<file path="config.mk">
export PLATFORM = sky130hd
export DESIGN_NAME = keystroke_line_editor_unit_flat
export DESIGN_NICKNAME = d
export VERILOG_FILES = /design/src/rtl/kle_pkg.sv /design/src/rtl/kle_key_if.sv /design/src/rtl/kle_char_if.sv /design/src/rtl/kle_cell.sv /design/src/rtl/keystroke_line_editor_unit.sv /design/src/flat_wrapper.sv
export SDC_FILE = /design/constraint.sdc
export NUM_CORES = 2
export LEC_CHECK = 0
export ABC_CLOCK_PERIOD_IN_PS = 28900
export BUFFER_PORTS_ARGS = -buffer_cell sky130_fd_sc_hd__buf_2
export CAP_MARGIN = 20
export CORE_MARGIN = 2
export CORE_UTILIZATION = 35
export DETAILED_ROUTE_END_ITERATION = 10
export GPL_ROUTABILITY_DRIVEN = 0
export REMOVE_ABC_BUFFERS = 1
export SLEW_MARGIN = 20
export SYNTH_ARGS = -nofsm -noshare
export SYNTH_HDL_FRONTEND = slang
export SYNTH_SLANG_ARGS = --single-unit
</file>
<file path="constraint.sdc">
create_clock -name clk -period 28.9 [get_ports clk]
set_input_delay 2.89 -clock clk [delete_from_list [all_inputs] [get_ports clk]]
set_output_delay 2.89 -clock clk [all_outputs]
set_load 0.01 [all_outputs]
</file>
<file path="src/rtl/kle_pkg.sv">
// ----------------------------------------------------------------------------
// kle_pkg
// Shared types and constants of the keystroke line editor.
// ----------------------------------------------------------------------------
package kle_pkg;

  localparam int CHAR_W = 8;
  localparam int CMD_W  = 3;

  // Keystroke command codes
  typedef enum logic [CMD_W-1:0] {
    CMD_INSERT    = 3'd0,
    CMD_BACKSPACE = 3'd1,
    CMD_LEFT      = 3'd2,
    CMD_RIGHT     = 3'd3,
    CMD_EOL       = 3'd4
  } kle_cmd_t;

  // Shift controls broadcast to every cell of the chain
  typedef struct packed {
    logic left_push;
    logic left_pop;
    logic right_push;
    logic right_pop;
  } kle_shift_t;

endpackage

</file>
<file path="src/rtl/kle_key_if.sv">
// ----------------------------------------------------------------------------
// kle_key_if
// Keystroke channel: valid/ready handshake with command and character.
// ----------------------------------------------------------------------------
interface kle_key_if;
  import kle_pkg::*;

  logic              valid;
  logic              ready;
  logic [CMD_W-1:0]  cmd;
  logic [CHAR_W-1:0] key_char;

  modport source (output valid, output cmd, output key_char, input ready);
  modport sink   (input valid, input cmd, input key_char, output ready);

endinterface

</file>
<file path="src/rtl/kle_char_if.sv">
// ----------------------------------------------------------------------------
// kle_char_if
// Line output channel: one character of the edited line per transaction.
// ----------------------------------------------------------------------------
interface kle_char_if;
  import kle_pkg::*;

  logic              valid;
  logic              ready;
  logic [CHAR_W-1:0] out_char;
  logic              last;
  logic              line_empty;
  logic              overflowed;

  modport source (output valid, output out_char, output last, output line_empty,
                  output overflowed, input ready);
  modport sink   (input valid, input out_char, input last, input line_empty,
                  input overflowed, output ready);

endinterface

</file>
<file path="src/rtl/kle_cell.sv">
// ----------------------------------------------------------------------------
// kle_cell
// One position of both stacks: holds a left and a right character and
// shifts them toward or away from the cursor end of the chain.
// ----------------------------------------------------------------------------
module kle_cell
  import kle_pkg::*;
(
  input  logic              clk,
  input  kle_shift_t        shift,
  input  logic [CHAR_W-1:0] left_prev,
  input  logic [CHAR_W-1:0] left_after,
  input  logic [CHAR_W-1:0] right_prev,
  input  logic [CHAR_W-1:0] right_after,
  output logic [CHAR_W-1:0] left_char,
  output logic [CHAR_W-1:0] right_char
);

  always_ff @(posedge clk) begin
    // push: take the neighbor nearer the cursor; pop: take the one farther away
    if (shift.left_push) begin
      left_char <= left_prev;
    end else if (shift.left_pop) begin
      left_char <= left_after;
    end
    if (shift.right_push) begin
      right_char <= right_prev;
    end else if (shift.right_pop) begin
      right_char <= right_after;
    end
  end

endmodule

</file>
<file path="src/rtl/keystroke_line_editor_unit.sv">
// ----------------------------------------------------------------------------
// keystroke_line_editor_unit
// Gap-buffer line editor built from a chain of shift cells.
// ----------------------------------------------------------------------------
// Each keys transaction carries one keystroke: insert a character at the
// cursor, backspace, cursor left, cursor right, or end of line. Edit
// keystrokes produce nothing on the line channel and keys.ready stays high.
// An insert into a full line (LINE_DEPTH characters) is dropped and
// remembered, and every result of that line then carries overflowed. End
// of line first walks the cursor to the start of the line, one character
// per cycle, then streams the whole line left to right, one character per
// cycle while the sink keeps line.ready high, marking the last one. An
// empty line yields a single result with line_empty set and out_char zero.
// So an end of line holds off keys while the cursor walks and the line
// streams; both phases move by the single shift step per cycle of the cell
// chain. The output register parts the two channels, so editing of the next
// line may begin while the final character still waits to be taken.
// ----------------------------------------------------------------------------
module keystroke_line_editor_unit
  import kle_pkg::*;
#(
  parameter int LINE_DEPTH = 64
)
(
  input  logic       clk,
  input  logic       rst,
  kle_key_if.sink    keys,
  kle_char_if.source line
);

  localparam int CNT_W = $clog2(LINE_DEPTH + 1);
  localparam logic [CNT_W:0]   DEPTH_SUM = (CNT_W + 1)'(LINE_DEPTH);
  localparam logic [CNT_W-1:0] CNT_ONE   = CNT_W'(1);

  typedef enum logic [1:0] {
    ST_IDLE,
    ST_UNLOAD,
    ST_STREAM
  } state_t;

  state_t           state, state_next;
  logic [CNT_W-1:0] left_count, left_count_next;
  logic [CNT_W-1:0] right_count, right_count_next;
  logic             overflow_seen, overflow_seen_next;

  // Output register
  logic              out_valid, out_valid_next;
  logic [CHAR_W-1:0] out_char;
  logic              out_last;
  logic              out_empty;
  logic              out_ovf;

  // Load strobe and payload for the output register
  logic              load;
  logic [CHAR_W-1:0] load_char;
  logic              load_last;
  logic              load_empty;

  kle_shift_t        shift;
  logic [CHAR_W-1:0] push_char;
  logic [CNT_W:0]    total;
  logic              out_free;

  // Cell chain: index 0 is the top of both stacks (next to the cursor)
  logic [CHAR_W-1:0] left_q  [LINE_DEPTH];
  logic [CHAR_W-1:0] right_q [LINE_DEPTH];

  assign total    = {1'b0, left_count} + {1'b0, right_count};
  assign out_free = !out_valid || line.ready;

  assign keys.ready      = (state == ST_IDLE);
  assign line.valid      = out_valid;
  assign line.out_char   = out_char;
  assign line.last       = out_last;
  assign line.line_empty = out_empty;
  assign line.overflowed = out_ovf;

  always_comb begin
    state_next         = state;
    left_count_next    = left_count;
    right_count_next   = right_count;
    overflow_seen_next = overflow_seen;
    shift              = '0;
    push_char          = keys.key_char;
    load               = 1'b0;
    load_char          = right_q[0];
    load_last          = 1'b0;
    load_empty         = 1'b0;

    case (state)
      ST_IDLE: begin
        if (keys.valid) begin
          case (keys.cmd)
            CMD_INSERT: begin
              if (total < DEPTH_SUM) begin
                shift.left_push = 1'b1;
                left_count_next = left_count + CNT_ONE;
              end else begin
                overflow_seen_next = 1'b1;
              end
            end
            CMD_BACKSPACE: begin
              if (left_count != '0) begin
                shift.left_pop  = 1'b1;
                left_count_next = left_count - CNT_ONE;
              end
            end
            CMD_LEFT: begin
              // total never exceeds the depth, so the right stack has room
              if (left_count != '0) begin
                shift.left_pop   = 1'b1;
                shift.right_push = 1'b1;
                left_count_next  = left_count - CNT_ONE;
                right_count_next = right_count + CNT_ONE;
              end
            end
            CMD_RIGHT: begin
              if (right_count != '0) begin
                push_char        = right_q[0];
                shift.right_pop  = 1'b1;
                shift.left_push  = 1'b1;
                right_count_next = right_count - CNT_ONE;
                left_count_next  = left_count + CNT_ONE;
              end
            end
            CMD_EOL: begin
              state_next = (left_count != '0) ? ST_UNLOAD : ST_STREAM;
            end
            default: begin
              // drop unknown commands
            end
          endcase
        end
      end

      ST_UNLOAD: begin
        // Move the cursor to the start of the line
        shift.left_pop   = 1'b1;
        shift.right_push = 1'b1;
        left_count_next  = left_count - CNT_ONE;
        right_count_next = right_count + CNT_ONE;
        if (left_count == CNT_ONE) begin
          state_next = ST_STREAM;
        end
      end

      ST_STREAM: begin
        if (out_free) begin
          load = 1'b1;
          if (right_count == '0) begin
            // empty line: one marker result
            load_char          = '0;
            load_last          = 1'b1;
            load_empty         = 1'b1;
            overflow_seen_next = 1'b0;
            state_next         = ST_IDLE;
          end else begin
            load_last        = (right_count == CNT_ONE);
            shift.right_pop  = 1'b1;
            right_count_next = right_count - CNT_ONE;
            if (right_count == CNT_ONE) begin
              overflow_seen_next = 1'b0;
              state_next         = ST_IDLE;
            end
          end
        end
      end

      default: begin
        state_next = ST_IDLE;
      end
    endcase

    if (load) begin
      out_valid_next = 1'b1;
    end else if (line.ready) begin
      out_valid_next = 1'b0;
    end else begin
      out_valid_next = out_valid;
    end
  end

  always_ff @(posedge clk) begin
    if (rst) begin
      state         <= ST_IDLE;
      left_count    <= '0;
      right_count   <= '0;
      overflow_seen <= 1'b0;
      out_valid     <= 1'b0;
    end else begin
      state         <= state_next;
      left_count    <= left_count_next;
      right_count   <= right_count_next;
      overflow_seen <= overflow_seen_next;
      out_valid     <= out_valid_next;
    end
    if (load) begin
      out_char  <= load_char;
      out_last  <= load_last;
      out_empty <= load_empty;
      out_ovf   <= overflow_seen;
    end
  end

  // Chain of cells; the far end reloads its own value on a pop
  for (genvar i = 0; i < LINE_DEPTH; i++) begin : g_cell
    logic [CHAR_W-1:0] left_prev, left_after, right_prev, right_after;

    if (i == 0) begin : g_head
      assign left_prev  = push_char;
      assign right_prev = left_q[0];
    end else begin : g_body
      assign left_prev  = left_q[i-1];
      assign right_prev = right_q[i-1];
    end

    if (i == LINE_DEPTH - 1) begin : g_tail
      assign left_after  = left_q[i];
      assign right_after = right_q[i];
    end else begin : g_inner
      assign left_after  = left_q[i+1];
      assign right_after = right_q[i+1];
    end

    kle_cell u_cell (
      .clk         (clk),
      .shift       (shift),
      .left_prev   (left_prev),
      .left_after  (left_after),
      .right_prev  (right_prev),
      .right_after (right_after),
      .left_char   (left_q[i]),
      .right_char  (right_q[i])
    );
  end

`ifndef SYNTHESIS
  a_total_bounded: assert property (@(posedge clk) disable iff (rst)
    total <= DEPTH_SUM)
    else $error("line length exceeds depth");

  a_unload_nonempty: assert property (@(posedge clk) disable iff (rst)
    state == ST_UNLOAD |-> left_count != '0)
    else $error("cursor walk with empty left stack");

  a_empty_marker: assert property (@(posedge clk) disable iff (rst)
    line.valid && line.line_empty |-> line.last && line.out_char == '0)
    else $error("empty-line result malformed");

  a_eol_holds_keys: assert property (@(posedge clk) disable iff (rst)
    keys.valid && keys.ready && keys.cmd == CMD_EOL |=> !keys.ready)
    else $error("keys accepted during end of line");

  a_last_clears: assert property (@(posedge clk) disable iff (rst)
    load && load_last |=> left_count == '0 && right_count == '0 && !overflow_seen)
    else $error("line state not cleared after last result");
`endif

endmodule

</file>
<file path="src/flat_wrapper.sv">
// flat-port wrapper written by rule: the top's interface ports become plain ports
module keystroke_line_editor_unit_flat import kle_pkg::*;
#(
  parameter int LINE_DEPTH = 64
)
  (clk, rst, keys_valid, keys_cmd, keys_key_char, keys_ready, line_valid, line_out_char, line_last, line_line_empty, line_overflowed, line_ready);
  kle_key_if keys_i ();
  kle_char_if line_i ();
  input  logic clk;
  input  logic rst;
  input wire logic [$bits(keys_i.valid)-1:0] keys_valid;
  input wire logic [$bits(keys_i.cmd)-1:0] keys_cmd;
  input wire logic [$bits(keys_i.key_char)-1:0] keys_key_char;
  output wire logic [$bits(keys_i.ready)-1:0] keys_ready;
  output wire logic [$bits(line_i.valid)-1:0] line_valid;
  output wire logic [$bits(line_i.out_char)-1:0] line_out_char;
  output wire logic [$bits(line_i.last)-1:0] line_last;
  output wire logic [$bits(line_i.line_empty)-1:0] line_line_empty;
  output wire logic [$bits(line_i.overflowed)-1:0] line_overflowed;
  input wire logic [$bits(line_i.ready)-1:0] line_ready;
  assign keys_i.valid = keys_valid;
  assign keys_i.cmd = keys_cmd;
  assign keys_i.key_char = keys_key_char;
  assign keys_ready = keys_i.ready;
  assign line_valid = line_i.valid;
  assign line_out_char = line_i.out_char;
  assign line_last = line_i.last;
  assign line_line_empty = line_i.line_empty;
  assign line_overflowed = line_i.overflowed;
  assign line_i.ready = line_ready;
  keystroke_line_editor_unit #(.LINE_DEPTH(LINE_DEPTH)) u_core (.clk(clk), .rst(rst), .keys(keys_i), .line(line_i));
endmodule
</file>
==> out/results.tsv <==
metric	value	unit
maxcap violations	0	
CP Launch Type	input pin	
first-pass GRT wire length	112	mm
GRT overflow	0	
core area	132000	µm²
Root Driver	clkbuf_16	
CTS tree	done	
clk slew on worst S/H paths	0.06	ns
Net count, final	2454	
Initial Util	35.3	%
post-layout minimum cycle time	8.23	ns
setup TNS	0	ns
VDD IR-drop max	0.0000989	V
Critical Path AT	8.51	ns
Seq cells post-synth	1053	
DR WL/cell	16.0	µm
Die H	369	µm
worst hold endpoint	u_core.g_cell[63].u_cell.right_char[5]$_DFFE_PP_	
RSZ-0062 raised after global routing	no	
Unique masters post-synth	66	
critical hold path startpoint	u_core.g_cell[62].u_cell.right_char[5]$_DFFE_PP_	
cell area after synthesis	46500	µm²
I/O Buffers	27	
Post-DRT Antenna Nets	0	
Min-Delay Path Class	flop to flop	
vias per inst	4.74	
Worst Path Class, Setup	input pin to flop	
Post-synth EDFFs	1035	
synthesis-to-finish area growth	10.1	%
worst path required time	29.18	ns
Min-Delay Path Depth	0	
CTS Buf Count	106	
post-synthesis sequential area ratio	67.6	%
leakage	12.6	nW
TritonCTS Sinks	1053	
f_max	122	MHz
clk_skew	0.0237	ns
gr usage total	9.77	%
R2R cell count	13	
H-tree levels	3	
Max Slew Vio Count	0	
Via Count	20200	
Detail Placement HPWL	38.8	mm
WL final	68.1	mm
number of global-route vias before repair	21200	
clk_lat worst skew	0.67	ns
ys async rst share	0	%
reg-to-reg endpoint	u_core.g_cell[52].u_cell.right_char[3]$_DFFE_PP_	
DR DRC count	0	
hold buffers post-CTS	0	
syn avg cell area	19.5	µm²
reg2reg setup slack	22.10	ns
Die ar.	136000	µm²
outcome	finished, final reports clean	
relative slew slack	22.9	%
Syn Inst Count	2391	
final setup violation count	0	
post-CTS setup buffer count	0	
Top FF cell, synth	edfxtp_1	
Worst-Margin Slew	1.16	ns
I/O pin total	28	
router iterations before antenna repair	5	
Clock Path Buffers	3	
fraction of layout cells with a size suffix above 1	48.3	%
PD cells	88.3	nW/µm²
Starting DRT DRC Count	1555	
post_cts resized	0	
Die Wd	369	µm
hold_ws	0.450	ns
row cnt	133	
largest net degree at the start of global routing	222	
yosys warns	0	
filler cell count	11900	
period utilization	28.5	%
critical path capture point type	flop	
final hold vios	0	
antenna violations before repair	5	
maximum fanout along the worst path	198	
r2r startpoint	u_core.left_count[0]$_SDFFE_PP0P_	
[kinds of logic after synthesis]
| logic type | after synthesis | synth area share (%) |
|---|---|---|
| AND/OR/NAND/NOR | 88 | 1.04 |
| multiplexers | 1014 | 27.0 |
| flip-flops | 1053 | 67.6 |
| AO/OA/AOI/OAI | 78 | 1.14 |
| buffers and inverters | 140 | 2.82 |
| adder cells (fa/ha/maj) | 16 | 0.430 |
| XOR/XNOR | 2 | 0.0376 |
[synth_stat cells (all sizes together), types with 3 or more instances]
master / number / area share [%]
edfxtp: 1035 / 67
mux2: 1002 / 27
buf: 115 / 2.6
nand2: 19 / 0.15
dfxtp: 18 / 0.77
o21ai: 18 / 0.19
a21oi: 17 / 0.19
nor2: 17 / 0.15
ha: 16 / 0.43
inv: 15 / 0.12
mux2i: 12 / 0.26
clkbuf: 10 / 0.081
and2: 9 / 0.12
nor3: 8 / 0.097
or4: 7 / 0.11
o31ai: 6 / 0.097
or3: 5 / 0.067
nand3: 4 / 0.043
or2: 4 / 0.054
a211oi: 3 / 0.048
a311oi: 3 / 0.056
a31oi: 3 / 0.040
nand2b: 3 / 0.040
nor2b: 3 / 0.040
o22ai: 3 / 0.040
[layer usage]
metal	GRT usage, %	up-vias	part of all wire, %
li1	-	9549	-
met4	3.08	0	2.5
met1	13.9	10200	49
met2	15.0	252	45
met3	1.82	134	3.3
met5	0	-	0
[how the worst max path moves through the flow]
stage	start	to	slack (ns)	cells past startpoint
2_1_floorplan	keys_cmd[0]	u_core.g_cell[0].u_cell.left_char[0]$_DFFE_PP_	-2.19	4
3_3_place_gp	keys_cmd[1]	u_core.g_cell[35].u_cell.right_char[2]$_DFFE_PP_	20.42	10
3_5_place_dp	keys_cmd[1]	u_core.g_cell[31].u_cell.right_char[2]$_DFFE_PP_	20.12	10
4_1_cts	keys_cmd[1]	u_core.g_cell[35].u_cell.right_char[2]$_DFFE_PP_	20.90	10
5_1_grt	keys_cmd[1]	u_core.g_cell[45].u_cell.right_char[0]$_DFFE_PP_	20.36	11
6_report	keys_cmd[2]	u_core.g_cell[52].u_cell.right_char[3]$_DFFE_PP_	20.67	11
[cell usage in the layout, fill, tap and decap left out, types with 14 or more instances in the layout]
cell type,count
buf_2,27
dfxtp_1,18
mux2_2,693
nor2_1,16
o21ai_0,15
clkinv_2,25
a21oi_1,16
mux2_4,306
clkbuf_16,107
edfxtp_1,1035
clkinv_1,26
ha_1,16
inv_1,14
clkbuf_1,14
nand2_1,19
[worst max-delay path: stages]
cell and delay [ns]:
buf_2 0.15, nor2b_1 0.14, nor2b_1 0.29, a21oi_4 0.10, buf_12 0.25, inv_2 0.74, or3_4 0.67, buf_12 0.38
buf_16 0.47, buf_4 0.84, buf_4 0.92
[metrics by stage]
stage / power (W) / setup slack (ns) / std cells / instance area [µm²] / util (%)
detailed placement: 0.00325 / 20.12 / 4068 / 47900 / 36.3
floorplan: 0.00374 / -2.19 / 2266 / 45300 / -
global placement: 0.00319 / 20.42 / 4068 / 47900 / 36.3
global route: 0.00474 / 20.36 / 4260 / 51200 / 38.9
CTS: 0.00458 / 20.90 / 4258 / 51200 / 38.8
finish: 0.00452 / 20.67 / 4261 / 51200 / 38.9
[state kept, by name (all words and copies together) (netlist names)]
name,cells
u_core.line.overflowed,1
u_core.line.last,1
u_core.right_count,7
u_core.line.valid,1
u_core.left_count,7
u_core.g_cell.u_cell.left_char,512
u_core.state,2
u_core.line.out_char,8
u_core.overflow_seen,1
u_core.g_cell.u_cell.right_char,512
u_core.line.line_empty,1
[area by class of cell]
type | count | area, µm² | share of cell area [%]
Clock inverter | 69 | 573 | 1.12
Clock buffer | 121 | 2730 | 5.33
Inverter | 15 | 56.3 | 0.110
Multi-Input combinational cell | 1198 | 13800 | 27.0
Sequential cell | 1053 | 31400 | 61.4
Timing Repair Buffer | 49 | 414 | 0.808
Tap cell | 1755 | 2200 | 4.29
Antenna cell | 1 | 2.50 | 0.00488
[where the power goes]
part | switching, W | leakage [nW] | internal (W)
Combinational | 0.000752 | 4.37 | 0.000320
Sequential | 0.0000570 | 6.61 | 0.00208
Clock | 0.000570 | 1.63 | 0.000747
Total | 0.00138 | 12.6 | 0.00315
(Power assumes the default switching activity.)
